[config.mk]
export PLATFORM = sky130hd
export DESIGN_NAME = indexed_list_store_unit
export DESIGN_NICKNAME = d
export VERILOG_FILES = /design/src/rtl/core/ils_pkg.sv /design/src/rtl/core/ils_store.sv /design/src/rtl/core/indexed_list_store_unit.sv
export SDC_FILE = /design/constraint.sdc
export NUM_CORES = 2
export LEC_CHECK = 0
export BUFFER_PORTS_ARGS = -buffer_cell sky130_fd_sc_hd__buf_2
export CORE_AREA = 2 2 473 357
export DETAILED_ROUTE_END_ITERATION = 8
export DIE_AREA = 0 0 475 359
export PLACE_DENSITY = 0.77
export REMOVE_ABC_BUFFERS = 1
export SYNTH_ARGS = -nofsm -noshare
export SYNTH_HDL_FRONTEND = slang
export SYNTH_HIERARCHICAL = 1
export SYNTH_SLANG_ARGS = --single-unit
export TNS_END_PERCENT = 50
[constraint.sdc]
create_clock -name clk_i -period 5.25 [get_ports clk_i]
set_input_delay 0 -clock clk_i [delete_from_list [all_inputs] [get_ports clk_i]]
set_output_delay 0 -clock clk_i [all_outputs]
set_load 0.005 [all_outputs]
[src/rtl/core/ils_pkg.sv]
// ----------------------------------------------------------------------------
// Indexed list store package
// Shared sizes, request and status codes, sequencer states and the
// memory request bundle of the indexed list store.
// ----------------------------------------------------------------------------
package ils_pkg;

  localparam int unsigned Capacity = 64;
  localparam int unsigned DataW    = 32;
  localparam int unsigned PosW     = 6;
  localparam int unsigned CountW   = 7;
  localparam int unsigned AddrW    = $clog2(Capacity);
  localparam int unsigned FillW    = $clog2(Capacity + 1);
  localparam int unsigned CmpW     = ((FillW > PosW) ? FillW : PosW) + 1;

  typedef enum logic [2:0] {
    KindAppend = 3'd0,
    KindRead   = 3'd1,
    KindWrite  = 3'd2,
    KindRemove = 3'd3,
    KindPop    = 3'd4
  } kind_e;

  typedef enum logic [1:0] {
    StatusOk       = 2'd0,
    StatusBadIndex = 2'd1,
    StatusEmpty    = 2'd2,
    StatusFull     = 2'd3
  } status_e;

  typedef enum logic [2:0] {
    StIdle,
    StExec,
    StReadWait,
    StShift,
    StResp
  } state_e;

  typedef struct packed {
    logic             we;
    logic [AddrW-1:0] waddr;
    logic [DataW-1:0] wdata;
    logic             re;
    logic [AddrW-1:0] raddr;
  } mem_req_t;

endpackage

[src/rtl/core/ils_store.sv]
// ----------------------------------------------------------------------------
// Indexed list store entry memory
// One write port and one read port with registered read data.
// ----------------------------------------------------------------------------
module ils_store (
  input  logic                         clk_i,
  input  ils_pkg::mem_req_t            req_i,
  output logic [ils_pkg::DataW-1:0]    rdata_o
);

  logic [ils_pkg::DataW-1:0] mem_q [ils_pkg::Capacity];

  always_ff @(posedge clk_i) begin
    if (req_i.we) begin
      mem_q[req_i.waddr] <= req_i.wdata;
    end
  end

  always_ff @(posedge clk_i) begin
    if (req_i.re) begin
      rdata_o <= mem_q[req_i.raddr];
    end
  end

endmodule

[src/rtl/core/indexed_list_store_unit.sv]
// ----------------------------------------------------------------------------
// Indexed list store unit
// Bounded ordered list of signed entries with append, read, overwrite,
// remove at index and pop, driven by a small sequencer around one memory.
// ----------------------------------------------------------------------------
// Sequence: after acceptance the execute state leads straight to the result
// state for append, overwrite, bad requests and unused kinds; read and pop
// pass through a read wait state, and remove through one move state per entry
// after the position, one entry moved per cycle. busy_o stays high until the
// result cycle ends; a new item can be taken in the cycle after each result.
// Reset clears the count and the sequencer; entry contents are not cleared.
module indexed_list_store_unit (
  input  logic                              clk_i,
  input  logic                              rst_ni,
  input  logic                              start_i,
  output logic                              busy_o,
  input  logic [2:0]                        kind_i,
  input  logic [ils_pkg::PosW-1:0]          position_i,
  input  logic signed [ils_pkg::DataW-1:0]  value_i,
  output logic                              done_o,
  output logic signed [ils_pkg::DataW-1:0]  data_o,
  output logic [1:0]                        status_o,
  output logic [ils_pkg::CountW-1:0]        count_o
);

  ils_pkg::state_e                 state_q, state_d;
  logic [ils_pkg::FillW-1:0]       fill_q, fill_d;
  logic [ils_pkg::AddrW-1:0]       idx_q, idx_d;
  logic [2:0]                      kind_q;
  logic [ils_pkg::PosW-1:0]        pos_q;
  logic [ils_pkg::DataW-1:0]       val_q;
  logic [ils_pkg::DataW-1:0]       data_q, data_d;
  ils_pkg::status_e                status_q, status_d;

  ils_pkg::mem_req_t               mem_req;
  logic [ils_pkg::DataW-1:0]       rdata;

  logic                            accept;
  logic                            pos_bad;
  logic                            is_full;
  logic                            is_empty;
  logic                            remove_shift;
  logic                            shift_more;
  logic [ils_pkg::AddrW-1:0]       idx_inc;

  assign accept       = start_i && (state_q == ils_pkg::StIdle);
  assign pos_bad      = ils_pkg::CmpW'(pos_q) >= ils_pkg::CmpW'(fill_q);
  assign is_full      = fill_q == ils_pkg::FillW'(ils_pkg::Capacity);
  assign is_empty     = fill_q == '0;
  assign remove_shift = (ils_pkg::CmpW'(pos_q) + ils_pkg::CmpW'(1))
                        < ils_pkg::CmpW'(fill_q);
  assign idx_inc      = idx_q + ils_pkg::AddrW'(1);
  assign shift_more   = (ils_pkg::FillW'(idx_q) + ils_pkg::FillW'(2)) < fill_q;

  ils_store u_store (
    .clk_i   (clk_i),
    .req_i   (mem_req),
    .rdata_o (rdata)
  );

  always_comb begin
    state_d = state_q;
    unique case (state_q)
      ils_pkg::StIdle: begin
        if (start_i) begin
          state_d = ils_pkg::StExec;
        end
      end
      ils_pkg::StExec: begin
        state_d = ils_pkg::StResp;
        unique case (kind_q)
          ils_pkg::KindRead: begin
            if (!pos_bad) begin
              state_d = ils_pkg::StReadWait;
            end
          end
          ils_pkg::KindRemove: begin
            if (!pos_bad && remove_shift) begin
              state_d = ils_pkg::StShift;
            end
          end
          ils_pkg::KindPop: begin
            if (!is_empty) begin
              state_d = ils_pkg::StReadWait;
            end
          end
          default: state_d = ils_pkg::StResp;
        endcase
      end
      ils_pkg::StReadWait: state_d = ils_pkg::StResp;
      ils_pkg::StShift: begin
        if (!shift_more) begin
          state_d = ils_pkg::StResp;
        end
      end
      ils_pkg::StResp: state_d = ils_pkg::StIdle;
      default: state_d = ils_pkg::StIdle;
    endcase
  end

  always_comb begin
    fill_d        = fill_q;
    idx_d         = idx_q;
    data_d        = data_q;
    status_d      = status_q;
    mem_req.we    = 1'b0;
    mem_req.waddr = idx_q;
    mem_req.wdata = val_q;
    mem_req.re    = 1'b0;
    mem_req.raddr = idx_inc;
    unique case (state_q)
      ils_pkg::StExec: begin
        data_d   = '0;
        status_d = ils_pkg::StatusOk;
        idx_d    = ils_pkg::AddrW'(pos_q);
        unique case (kind_q)
          ils_pkg::KindAppend: begin
            if (is_full) begin
              status_d = ils_pkg::StatusFull;
            end else begin
              mem_req.we    = 1'b1;
              mem_req.waddr = ils_pkg::AddrW'(fill_q);
              fill_d        = fill_q + ils_pkg::FillW'(1);
            end
          end
          ils_pkg::KindRead: begin
            if (pos_bad) begin
              status_d = ils_pkg::StatusBadIndex;
              data_d   = '1;
            end else begin
              mem_req.re    = 1'b1;
              mem_req.raddr = ils_pkg::AddrW'(pos_q);
            end
          end
          ils_pkg::KindWrite: begin
            if (pos_bad) begin
              status_d = ils_pkg::StatusBadIndex;
            end else begin
              mem_req.we    = 1'b1;
              mem_req.waddr = ils_pkg::AddrW'(pos_q);
            end
          end
          ils_pkg::KindRemove: begin
            if (pos_bad) begin
              status_d = ils_pkg::StatusBadIndex;
            end else if (remove_shift) begin
              mem_req.re    = 1'b1;
              mem_req.raddr = ils_pkg::AddrW'(pos_q) + ils_pkg::AddrW'(1);
            end else begin
              fill_d = fill_q - ils_pkg::FillW'(1);
            end
          end
          ils_pkg::KindPop: begin
            if (is_empty) begin
              status_d = ils_pkg::StatusEmpty;
            end else begin
              fill_d        = fill_q - ils_pkg::FillW'(1);
              mem_req.re    = 1'b1;
              mem_req.raddr = ils_pkg::AddrW'(fill_q - ils_pkg::FillW'(1));
            end
          end
          default: status_d = ils_pkg::StatusOk;
        endcase
      end
      ils_pkg::StReadWait: data_d = rdata;
      ils_pkg::StShift: begin
        mem_req.we    = 1'b1;
        mem_req.waddr = idx_q;
        mem_req.wdata = rdata;
        idx_d         = idx_inc;
        if (shift_more) begin
          mem_req.re    = 1'b1;
          mem_req.raddr = idx_inc + ils_pkg::AddrW'(1);
        end else begin
          fill_d = fill_q - ils_pkg::FillW'(1);
        end
      end
      default: fill_d = fill_q;
    endcase
  end

  always_ff @(posedge clk_i or negedge rst_ni) begin
    if (!rst_ni) begin
      state_q <= ils_pkg::StIdle;
      fill_q  <= '0;
    end else begin
      state_q <= state_d;
      fill_q  <= fill_d;
    end
  end

  always_ff @(posedge clk_i) begin
    if (accept) begin
      kind_q <= kind_i;
      pos_q  <= position_i;
      val_q  <= value_i;
    end
    idx_q    <= idx_d;
    data_q   <= data_d;
    status_q <= status_d;
  end

  assign busy_o   = state_q != ils_pkg::StIdle;
  assign done_o   = state_q == ils_pkg::StResp;
  assign data_o   = data_q;
  assign status_o = status_q;
  assign count_o  = ils_pkg::CountW'(fill_q);

  assert property (@(posedge clk_i) disable iff (!rst_ni)
    fill_q <= ils_pkg::FillW'(ils_pkg::Capacity))
    else $error("Entry count exceeds capacity.");

  assert property (@(posedge clk_i) disable iff (!rst_ni)
    (start_i && !busy_o) |=> (busy_o && !done_o))
    else $error("Accepted item did not start the sequencer.");

  assert property (@(posedge clk_i) disable iff (!rst_ni)
    done_o |=> !busy_o)
    else $error("Sequencer did not return to idle after a result.");

  assert property (@(posedge clk_i) disable iff (!rst_ni)
    (state_q == ils_pkg::StShift) |->
      (ils_pkg::FillW'(idx_q) + ils_pkg::FillW'(1)) < fill_q)
    else $error("Entry move ran past the last entry.");

  assert property (@(posedge clk_i) disable iff (!rst_ni)
    (done_o && status_o == ils_pkg::StatusFull) |->
      fill_q == ils_pkg::FillW'(ils_pkg::Capacity))
    else $error("Full status reported on a list that is not full.");

endmodule

==> results.md <==
- Nets: 4388
- Period minus WS final: 5.258 ns
- Fin. Hold Viols: 0
- Fin crit share: 100.1%
- Num CTS Buffers: 187
- CP Capture Type: flop
- Worst hold path class: in -> reg
- Top layer in use: met5
- Placed cells: 6287
- Final Slew Violations: 0
- Largest net degree at the start of global routing: 65
- Top-count cell post-synth: edfxtp_1
- FF+latch count, synth: 2171
- Number of global-route vias before repair: 44018
- Die ar.: 0.1705 sq mm
- Kind of critical path: reg -> reg
- GRT Util Overall: 27.31%
- Clock Pin Slew Worst Setup and Hold Paths: 0.07 ns
- Initial antenna violation count: 9
- Cell taking the most area after synthesis: edfxtp_1
- Area of the core: 0.1664 sq mm
- # rows: 130
- Comb power frac: 39.5%
- DRC Markers: 0
- Placer Congestion: 0.9260
- Post-Syn Area: 0.08424 sq mm
- M1 WL: 83360 um
- I/O pins: 87
- Final WS setup: -0.007841 ns
- Average wire per standard cell: 34.84 um
- Final Skew: 0.03070 ns
- Maximum VDD drop: 606.8 uV
- Sink Count: 2171
- Sw frac: 34.04%
- Synth Flop Type: edfxtp_1
- Share of cells above drive strength 1: 31.74%
- Worst EP arrival: 5.83 ns
- Startpoint types: flop
- Met2 WL: 105500 um
- DR vias/cell: 6.594
- Final setup fails: 1
- Netlist cell types: 72
- Clock power share: 24.3%
- Pint: 0.03771 W
- Slew @ Worst Pin: 1.410 ns
- Routed vias: 44308
- Fill count: 11098
- CTS tree: yes
- Synth Instances: 3798
- Max FO, Critical Path: 17
- Synth cell count leaders: 2161 x edfxtp_1, 544 x mux4_2, 159 x nor2_1
- Clock buffer depth: 3
- Unrepaired setup endpoints after global routing: true
- # H-tree levels: 4
- Area growth, synth to finish: 16.64%
- Status: complete, but fails checks
- Max_slew headroom: 6.018%
- Synth Area per Inst: 22.18 sq um
- Leak Pwr: 31.35 nW
- Met3 WL: 35930 um
- YS warnings: 6
- Sequential share of power: 36.3%
- Grt ovf: 0
- Failing checks: setup timing
- Post-Route WL: 234100 um
- Port Buf Inserts: 86
- Number of detailed-route iterations in the first pass: 6
- Pwr per Cell Area: 582.0 mW/mm^2
- Yosys top cell area share: 77.04%
- Die H: 359 um
- Highest Clock Rate: 0.1902 GHz
- Dpl hpwl: 132200 um
- Effective utilization at floorplan: 50.62%
- Synth async-reset ratio: 0.4606%
- Setup TNS: -0.007841 ns
- Data required time of the worst path: 5.83 ns
- Final non-filler cell total: 6719
- Number of synthesized flops with an enable pin: 2161
- Die X-Extent: 475 um
- Largest cells by area after synthesis: edfxtp_1 77%, mux4_2 15%, mux2i_1 1.2%
- Clock latency on the worst-skew pair: 0.85 ns
- Switching pwr: 0.01947 W
- Hold Slack: 0.03810 ns
- DRT iter0 DRCs: 7548
- Register area share after synthesis: 77.33%
- Routed Antenna Nets: 0
- Root Buffer: clkbuf_16
- Total of max-cap violations: 0
- First-pass GRT wire length: 327500 um
## sequential cells by signal, indices dropped and copies added, names as in the netlist, 3 cells and up
signal / cells
u_store/mem_q: 2048
data_o: 32
u_store/rdata_o: 32
val_q: 32
count_o: 7
idx_q: 6
pos_q: 6
kind_q: 3
state_q: 3
## worst max-delay path, cell delays in order, from the launching register on
cell and delay, ns:
dfrtp_1 0.36, clkinv_1 0.40, ha_1 0.50, and4b_1 0.20, o21ai_1 0.14, o21ai_2 0.42, o21ai_1 0.15, a311o_1 0.34
o211ai_1 0.09, buf_4 0.17, buf_12 0.26, buf_4 0.36, buf_4 0.23, mux4_2 0.54, o22ai_1 0.23, nor2_1 0.10
a21oi_1 0.38, nor2_1 0.07
## cell families (layout without fill, tap and decap cells)
logic type	count (synthesis)	after routing	synth area share [%]
AOI/OAI and AO/OA	330	330	2.654
buffers and inverters	231	904	1.294
xor gates and xnor gates	25	25	0.2599
other	0	4	0
muxes	677	677	16.17
DFF	2171	2171	77.33
and+or+nand+nor	339	339	1.916
adders and majority gates	25	25	0.3713
## placed cells by master (no fill, tap or decap), types with 18 or more instances in the layout
cell,n
ha_1,24
edfxtp_1,2161
mux2i_1,100
o22ai_1,82
o21ai_0,28
clkinv_2,28
o221ai_1,25
bufinv_16,21
nor2_4,62
clkbuf_16,190
buf_2,86
nor2_1,94
clkinv_1,38
a21o_1,35
mux4_2,544
a21oi_1,52
nor3_1,21
clkbuf_1,49
nand3_1,18
buf_4,267
nand2_1,53
mux2_2,32
dlygate4sd3_1,83
buf_12,94
## path summary, 6_finish.rpt
path,depth (start not counted),from,end,slack [ns]
worst max-delay path,17,count_o[4]$_DFFE_PN0P_,u_store/rdata_o[27]$_DFFE_PP_,-0.008
worst min-delay path,2,value_i[0],val_q[0]$_DFFE_PP_,0.04
worst max register to register,17,count_o[4]$_DFFE_PN0P_,u_store/rdata_o[27]$_DFFE_PP_,-0.008
worst min register to register,1,u_store/rdata_o[31]$_DFFE_PP_,data_o[31]$_DFFE_PP_,0.60
max in group asynchronous,3,rst_ni,count_o[1]$_DFFE_PN0P_,4.70
min in group asynchronous,3,rst_ni,state_q[0]$_DFFE_PN0P_,0.20
## timing repair
| action | in CTS | in global routing |
|---|---|---|
| hold endpoints to repair | 52 | 0 |
| pin swaps | 1 | 2 |
| hold buffers | 83 | 0 |
| gates resized for setup | 17 | 44 |
| setup buffers | 2 | 1 |
| endpoints found under the setup margin | 15 | 32 |
| gates cloned | 0 | 1 |
## layout make-up
cell class	instances	area (sq um)	area share, %
flip-flops and latches	2171	65140	66.30
multi-input cells	1396	18780	19.12
repair buffers	544	5400	5.496
clock buffers	238	4913	5.001
well taps	2244	2808	2.858
clock inverters	103	1126	1.146
inverters	19	71.32	0.07258
diodes	4	10.01	0.01019
## metal layers
metal	vias up	GRT usage, %
met3	506	8.611
li1	17131	-
met4	2	10.05
met1	22912	38.47
met2	3757	40.34
met5	-	0
## power groups by stage
stage	clock network [W]	registers (W)	logic (W)
after detailed placement	0	0.0211	0.0211
after global placement	0	0.0211	0.0208
final	0.0139	0.0208	0.0226
after floorplan	0	0.0210	0.00876
after global routing	0.0146	0.0208	0.0233
after CTS	0.0140	0.0207	0.0217
## metrics by stage
step | utilization [%] | setup WS, ns | area, sq um | power, W
finish | 59.05 | -0.007841 | 98260 | 0.05718
global route | 59.04 | -0.1046 | 98250 | 0.05867
CTS | 58.89 | 0.01757 | 97990 | 0.05637
detailed placement | 54.70 | -0.3953 | 91030 | 0.04226
global placement | 54.70 | -0.3648 | 91030 | 0.04187
floorplan | - | -46.40 | 83220 | 0.02974
No activity file was read; power rests on OpenSTA's default activity.
